--- src/max_sum_subrectangle_top_defines.svh ---
// Assertion macros for the sub-rectangle search block
`ifndef MAX_SUM_SUBRECTANGLE_TOP_DEFINES_SVH
`define MAX_SUM_SUBRECTANGLE_TOP_DEFINES_SVH

`define MSR_ASSERT_IMP(label, clk, rst_n, ante, cons) \
  label: assert property (@(posedge clk) disable iff (!rst_n) (ante) |-> (cons)) \
    else $error("assertion failed");

`define MSR_ASSERT_NXT(label, clk, rst_n, ante, cons) \
  label: assert property (@(posedge clk) disable iff (!rst_n) (ante) |=> (cons)) \
    else $error("assertion failed");

`endif

--- src/msr_pkg.sv ---
`timescale 1ns / 1ps
`default_nettype none
package msr_pkg;
  localparam int MaxWidth  = 64;
  localparam int MaxHeight = 64;
  localparam int ColW  = $clog2(MaxWidth);
  localparam int RowW  = $clog2(MaxHeight);
  localparam int AddrW = ColW + RowW;
  localparam int PixW  = 17;
  localparam int StripW = 23;
  localparam int SumW  = 29;
  localparam int DimW  = 7;

  localparam logic [1:0] CFG_WIDTH   = 2'd0;
  localparam logic [1:0] CFG_HEIGHT  = 2'd1;
  localparam logic [1:0] CFG_AVERAGE = 2'd2;

  typedef struct packed {
    logic       load;
    logic       clear_best;
    logic       strip_start;
    logic       rd_issue;
    logic       strip_end;
    logic [ColW-1:0] l;
    logic [ColW-1:0] r;
    logic [RowW-1:0] row;
    logic       first_l;
  } ctrl_t;

  function automatic logic [DimW-1:0] eff_dim(input logic [DimW-1:0] v,
                                              input logic [DimW-1:0] maxv);
    logic [DimW-1:0] res;
    begin
      res = v;
      if (v == '0) res = DimW'(1);
      else if (v > maxv) res = maxv;
      return res;
    end
  endfunction
endpackage
`default_nettype wire

--- src/msr_ctrl.sv ---
`timescale 1ns / 1ps
`default_nettype none
module msr_ctrl (
  input  wire logic clk,
  input  wire logic rst_n,
  input  wire logic start,
  input  wire logic dim_wr,
  input  wire logic [msr_pkg::DimW-1:0] w_eff,
  input  wire logic [msr_pkg::DimW-1:0] h_eff,
  output logic busy,
  output msr_pkg::ctrl_t ctrl,
  output logic [msr_pkg::ColW-1:0] ld_col,
  output logic [msr_pkg::RowW-1:0] ld_row,
  output logic emit
);
  typedef enum logic [1:0] {S_LOAD, S_READ, S_TAIL, S_DONE} state_t;
  state_t state_r, state_nxt;
  logic [msr_pkg::ColW-1:0] lc_r, lc_nxt, l_r, l_nxt, r_r, r_nxt;
  logic [msr_pkg::RowW-1:0] lr_r, lr_nxt, row_r, row_nxt;
  logic [1:0] tail_r, tail_nxt;
  logic last_col, last_row, last_px, last_r, last_l, take;

  assign take     = start && (state_r == S_LOAD);
  assign last_col = ({1'b0, lc_r} == w_eff - 1'b1);
  assign last_row = ({1'b0, lr_r} == h_eff - 1'b1);
  assign last_px  = last_col && last_row;
  assign last_r   = ({1'b0, r_r} == w_eff - 1'b1);
  assign last_l   = ({1'b0, l_r} == w_eff - 1'b1);
  assign busy     = (state_r != S_LOAD);
  assign ld_col   = lc_r;
  assign ld_row   = lr_r;

  always_comb begin
    state_nxt = state_r;
    lc_nxt = lc_r; lr_nxt = lr_r; l_nxt = l_r; r_nxt = r_r; row_nxt = row_r;
    tail_nxt = tail_r;
    ctrl = '0;
    ctrl.l = l_r; ctrl.r = r_r; ctrl.row = row_r;
    ctrl.first_l = (r_r == l_r);
    emit = 1'b0;
    case (state_r)
      S_LOAD: begin
        if (take) begin
          ctrl.load = 1'b1;
          if (last_px) begin
            lc_nxt = '0; lr_nxt = '0;
            l_nxt = '0; r_nxt = '0; row_nxt = '0;
            ctrl.clear_best = 1'b1;
            state_nxt = S_READ;
          end else if (last_col) begin
            lc_nxt = '0; lr_nxt = lr_r + 1'b1;
          end else begin
            lc_nxt = lc_r + 1'b1;
          end
        end
      end
      S_READ: begin
        ctrl.rd_issue = 1'b1;
        ctrl.strip_start = (row_r == '0);
        if ({1'b0, row_r} == h_eff - 1'b1) begin
          row_nxt = '0;
          tail_nxt = 2'd0;
          state_nxt = S_TAIL;
        end else begin
          row_nxt = row_r + 1'b1;
        end
      end
      S_TAIL: begin
        // drain read and scan stages
        tail_nxt = tail_r + 1'b1;
        if (tail_r == 2'd2) begin
          ctrl.strip_end = 1'b1;
          if (last_r) begin
            if (last_l) begin
              state_nxt = S_DONE;
            end else begin
              l_nxt = l_r + 1'b1; r_nxt = l_r + 1'b1;
              state_nxt = S_READ;
            end
          end else begin
            r_nxt = r_r + 1'b1;
            state_nxt = S_READ;
          end
        end
      end
      S_DONE: begin
        emit = 1'b1;
        state_nxt = S_LOAD;
      end
      default: state_nxt = S_LOAD;
    endcase
    if (dim_wr) begin
      lc_nxt = '0; lr_nxt = '0;
    end
  end

  always_ff @(posedge clk) begin
    if (!rst_n) begin
      state_r <= S_LOAD;
      lc_r <= '0; lr_r <= '0; l_r <= '0; r_r <= '0; row_r <= '0;
      tail_r <= '0;
    end else begin
      state_r <= state_nxt;
      lc_r <= lc_nxt; lr_r <= lr_nxt; l_r <= l_nxt; r_r <= r_nxt;
      row_r <= row_nxt; tail_r <= tail_nxt;
    end
  end
endmodule
`default_nettype wire

--- config.mk ---
export PLATFORM = sky130hd
export DESIGN_NAME = msr_ctrl
export DESIGN_NICKNAME = d
export VERILOG_FILES = /design/src/max_sum_subrectangle_top_defines.svh /design/src/msr_pkg.sv /design/src/msr_ctrl.sv
export SDC_FILE = /design/constraint.sdc
export NUM_CORES = 1
export LEC_CHECK = 0
export BUFFER_PORTS_ARGS = -buffer_cell sky130_fd_sc_hd__buf_2
export CORE_ASPECT_RATIO = 0.5
export CORE_UTILIZATION = 50
export CTS_BUF_LIST = sky130_fd_sc_hd__clkbuf_4 sky130_fd_sc_hd__clkbuf_8 sky130_fd_sc_hd__clkbuf_16
export DETAILED_ROUTE_END_ITERATION = 12
export PLACE_DENSITY = 0.81
export SYNTH_ARGS = -nofsm -noshare
export SYNTH_HDL_FRONTEND = slang
export SYNTH_SLANG_ARGS = --single-unit
--- constraint.sdc ---
create_clock -name clk -period 4.7 [get_ports clk]
set_clock_uncertainty 0.2 [all_clocks]
set_input_delay 0.94 -clock clk [delete_from_list [all_inputs] [get_ports clk]]
set_output_delay 0.94 -clock clk [all_outputs]
set_load 0.02 [all_outputs]
**Word-level counts from Yosys, hierarchy flattened**

Index checks and enable logic that the tools add are counted.
W data, S select, Z words.

- Logic and storage cells: 81
- Bits of input ports: 18
- Bits in registers: 34
- Output and inout port bits: 38

- Bitwise operators: 1
- Reduce and logical (&&, ||, !) cells: 17
- Multiplexer cells: 31
- Equality and inequality tests: 17
- $add $sub $neg: 8

Operators by type and width:

| kind | number |
|---|---|
| $mux W6 | 12 |
| $pmux W6 S2 | 3 |
| $eq A6 B7 Y1 | 5 |
| $add A6 B1 Y6 const B | 5 |
| $mux W2 | 10 |
| $sub A7 B1 Y7 const B | 2 |
| $ne A2 B2 Y1 const B | 6 |
| $reduce_bool A2 Y1 | 5 |
| $pmux W2 S4 | 1 |
| $eq A2 B2 Y1 const B | 3 |
| $eq A6 B6 Y1 | 1 |
| $logic_not A6 Y1 | 1 |
| $reduce_and A3 Y1 | 2 |
| $reduce_and A6 Y1 | 1 |
| $reduce_and A5 Y1 | 1 |
| $mux W1 | 4 |
| $pmux W2 S2 | 1 |
| $reduce_and A2 Y1 | 2 |
| $reduce_and A4 Y1 | 1 |
| $ne A3 B3 Y1 const B | 1 |
| $add A2 B1 Y2 const B | 1 |
| $eq A2 B1 Y1 const B | 1 |
| $logic_and A1 B1 Y1 | 2 |
| $logic_not A2 Y1 | 1 |
| other kinds (2) | 2 |

**Depth between registers and ports, before layout**

- Word-level depth: 6
- Mapped depth: 12
- Mapped depth without buffers: 9

**Worst setup path before layout**

Ideal clock, no wire load.

- Kind: input to output
- From: in w_eff[0] in the netlist's numbering
- To: out ctrl[22] in the netlist's numbering
- Slack: 0.523 ns
- Buffers on the path: 2
- Arrival: 3.037 ns
- Stages on the path: 10
- Required time: 3.560 ns
- Path through: buf_2 inv_1 ha_1 or3b_1 clkbuf_1 o21ai_0 mux2i_1 nor4_4 nand2_1 nor2_1

RTL lines:

| what | RTL line | RTL |
|---|---|---|
| from (decl) | msr_ctrl.sv:8 | `input wire logic [msr_pkg::DimW-1:0] w_eff,` |
| to (decl) | msr_ctrl.sv:11 | `output msr_pkg::ctrl_t ctrl,` |

==> impl_metrics.py <==
metrics = {
    "place": {
        "io_buffers": 55,
        "place_congestion": 0.819,
        "dp_hpwl_mm": 5.19,
        "place_inst": 469,
        "place_area_sq_um": 3210,
    },
    "run_status": {
        "status": "finished clean",
    },
    "critical_path": {
        "path_cells": "buf_2 -> inv_1 -> ha_1 -> or3b_1 -> o21ai_0 -> mux2i_1 -> nor4_4 -> nand2_1 -> nor2_1 -> buf_2",
        "worstPathArrival_ns": 2.91,
        "crit_buf_inv": 3,
        "max_stage_delay_ns": 0.47,
        "crit_top_cell": "buf_2",
        "reg2reg_to": "l_r[3]$_SDFFE_PN0P_",
        "worstPathRequired_ns": 3.56,
        "critical_path.top_delay_family": "simple AND/OR/NAND/NOR gates",
        "r2r_cells": 7,
        "crit_start": "w_eff[0]",
        "r2r_slack_ns": 1.93,
        "crit_path_max_fanout": 7,
        "cp-end-kind": "output port",
        "timing_worst_setup_path_type": "primary input to output port",
        "crit_slowest_cell": "or3b_1",
        "worstSetupStartpointType": "primary input",
        "worstReg2RegStart": "r_r[4]$_SDFFE_PN0P_",
    },
    "sta": {
        "final_hold_viol_count": 0,
        "fmax_mhz": 247,
        "slew_viol_final": 0,
        "finalSetupViolations": 0,
        "worst_pin_slew_ns": 0.613,
        "fin_tns_setup_ns": 0,
        "period_needed_ns": 4.05,
        "grt_setup_unrepaired": "false",
        "fin_crit_sh_pct": 86.1,
        "slew_headroom_pct": 59.1,
    },
    "clocking": {
        "root_buffer": "clkbuf_16",
        "ctsResizeCount": 0,
        "tritoncts": "done",
        "ctsLongestPathBuffers": 2,
        "post_cts_buffers": 0,
        "clock_sinks": 34,
        "hold_buffers": 0,
        "numCtsBuffers": 5,
        "cts-htree-levels": 2,
        "clock_latency_ns": 0.28,
        "clkTransAtPathRegs_ns": 0.05,
    },
    "final_layout": {
        "fin_area_sq_um": 3400,
        "fillers": 488,
        "fin_util_pct": 61.4,
        "drive_gt1_share_pct": 21.3,
        "area_growth_pct": 17.3,
        "fin_cells": 477,
        "antenna_cells": 0,
        "fin_nets": 430,
    },
    "yosys": {
        "async_reset_ff_share_pct": 0,
        "seq_area_frac_synth_pct": 23.5,
        "synth_seq_cells": 34,
        "syn-cell-area_sq_um": 2900,
        "ys.flop_type": "dfxtp_1",
        "synth_edf_count": 0,
        "synth_fp_nets": 385,
        "ys_warn_count": 0,
        "synthCells": 358,
        "syn_area_per_cell_sq_um": 8.10,
        "synth_cell_types": 67,
    },
    "drt": {
        "drtIter0Drc": 120,
        "drc": 0,
        "dr.pass1.iters": 5,
        "wl_per_cell_microns": 15.0,
        "avgViaCountPerCell": 5.90,
        "wl_mm": 7.14,
        "ant_nets": 0,
        "vias": 2815,
    },
    "min_path": {
        "hold_path.class": "flip-flop to flip-flop",
        "worstHoldStart": "tail_r[1]$_SDFFE_PN0P_",
        "holdPathStages": 2,
        "hold-path-endpoint": "tail_r[1]$_SDFFE_PN0P_",
    },
    "floorplan": {
        "core_sq_um": 5540,
        "die_height_microns": 55.9,
        "dieArea_sq_um": 6130,
        "dieWidth_microns": 110,
        "start_util_pct": 52.4,
        "io_pins": 56,
        "rows": 19,
    },
    "global_route": {
        "gr-total-overflow": 0,
        "grt_antenna_before_repair": 0,
        "grt_max_degree": 19,
        "grt_pass1_vias": 2536,
        "grt_pass1_wl_mm": 11.8,
        "grt_use_total_pct": 24.3,
    },
    "power_and_ir_drop": {
        "total_power_w": 0.000807,
        "cellLeakagePower_nw": 1.45,
        "ir_drop_mv": 0.194,
        "power_density_nw_per_um2": 237,
    },
    "run": {
        "cap_violations": 0,
    },
}
-- synth_stat cells (all sizes together), types with 3 or more instances --
cell type	n	area [sq um]
dfxtp	34	681
nor2	30	115
xnor2	26	228
xor2	24	210
nand2	23	86.3
a21oi	21	109
nand3	19	95.1
inv	17	63.8
o21ai	17	85.1
clkbuf	16	60.1
nor3	11	66.3
ha	9	113
nand4	9	56.3
and3	8	50.1
mux2i	8	80.1
a31oi	6	52.6
nand2b	6	37.5
or3	6	42.5
buf	5	30.0
nor2b	5	31.3
nor4	4	55.1
a211o	3	26.3
and2	3	21.3
nor3b	3	27.5
o31ai	3	22.5
or4	3	30.0
-- registers in the layout, indices dropped and copies added, names as in the netlist --
signal / count
l_r: 6
ld_col: 6
ld_row: 6
r_r: 6
row_r: 6
state_r: 2
tail_r: 2
-- per-layer routing --
| metal | wire length, microns | track usage, % |
|---|---|---|
| met4 | 99 | 7.43 |
| met1 | 3290 | 32.9 |
| met5 | 0 | 0 |
| met2 | 3310 | 39.2 |
| met3 | 439 | 4.57 |
-- kinds of logic after synthesis --
family                   after synthesis  synth area share, %
XOR/XNOR                              53                 17.5
AND/OR/NAND/NOR                      140                 27.5
buffers and inverters                 38                 5.31
multiplexers                           9                 3.15
adder cells (fa/ha/maj)                9                 3.88
AO/OA/AOI/OAI                         75                 19.2
flip-flops                            34                 23.5
-- power by group --
group | internal [W] | switching [W]
Clock | 0.000304 | 0.000126
Combinational | 0.0000354 | 0.0000520
Sequential | 0.000289 | 0.000000977
Total | 0.000629 | 0.000179
-- metrics by stage --
step / worst slack [ns] / hold WS [ns]
floorplan: 0.523 / 0.259
global placement: 0.720 / 0.268
detailed placement: 0.662 / 0.282
CTS: 0.653 / 0.294
global route: 0.501 / 0.366
finish: 0.653 / 0.292
-- how the worst max path moves through the flow --
stage | end | slack [ns] | cells past startpoint
floorplan | ctrl[22] | 0.52 | 10
global placement | ctrl[22] | 0.72 | 10
detailed placement | ctrl[22] | 0.66 | 10
CTS | ctrl[22] | 0.65 | 10
global route | ctrl[22] | 0.50 | 10
finish | ctrl[22] | 0.65 | 10
-- area by class of cell --
cell class,count,area [sq um],share of cell area (%)
Clock buffer,5,125,3.68
Multi-Input combinational cell,286,2070,60.7
Clock inverter,3,68.8,2.02
Sequential cell,34,681,20.0
Tap cell,73,91.3,2.69
Timing Repair Buffer,59,305,8.98
Inverter,17,63.8,1.88
-- layout by cell type (no fill, tap or decap), drive strengths merged, types with 3 or more instances in the layout --
| cell type | count |
|---|---|
| nor2b | 5 |
| nor3b | 3 |
| a31oi | 6 |
| and2 | 3 |
| or4 | 3 |
| nand3 | 19 |
| nand2b | 6 |
| buf | 59 |
| mux2i | 8 |
| o31ai | 3 |
| dfxtp | 34 |
| clkbuf | 5 |
| inv | 17 |
| a21oi | 21 |
| xor2 | 24 |
| or3 | 6 |
| a211o | 3 |
| nor3 | 11 |
| and3 | 8 |
| xnor2 | 26 |
| nand4 | 9 |
| nor4 | 4 |
| nor2 | 30 |
| nand2 | 23 |
| ha | 9 |
| o21ai | 17 |
-- worst reg2reg max path, stage by stage, from the launching register on --
cell,delay (ns)
dfxtp_1,0.52
xor2_1,0.11
or3_1,0.34
a2111o_1,0.64
nor4_4,0.23
buf_4,0.20
nor4_1,0.09
a211o_1,0.32
Note: power is estimated with default switching activity, not from simulation.
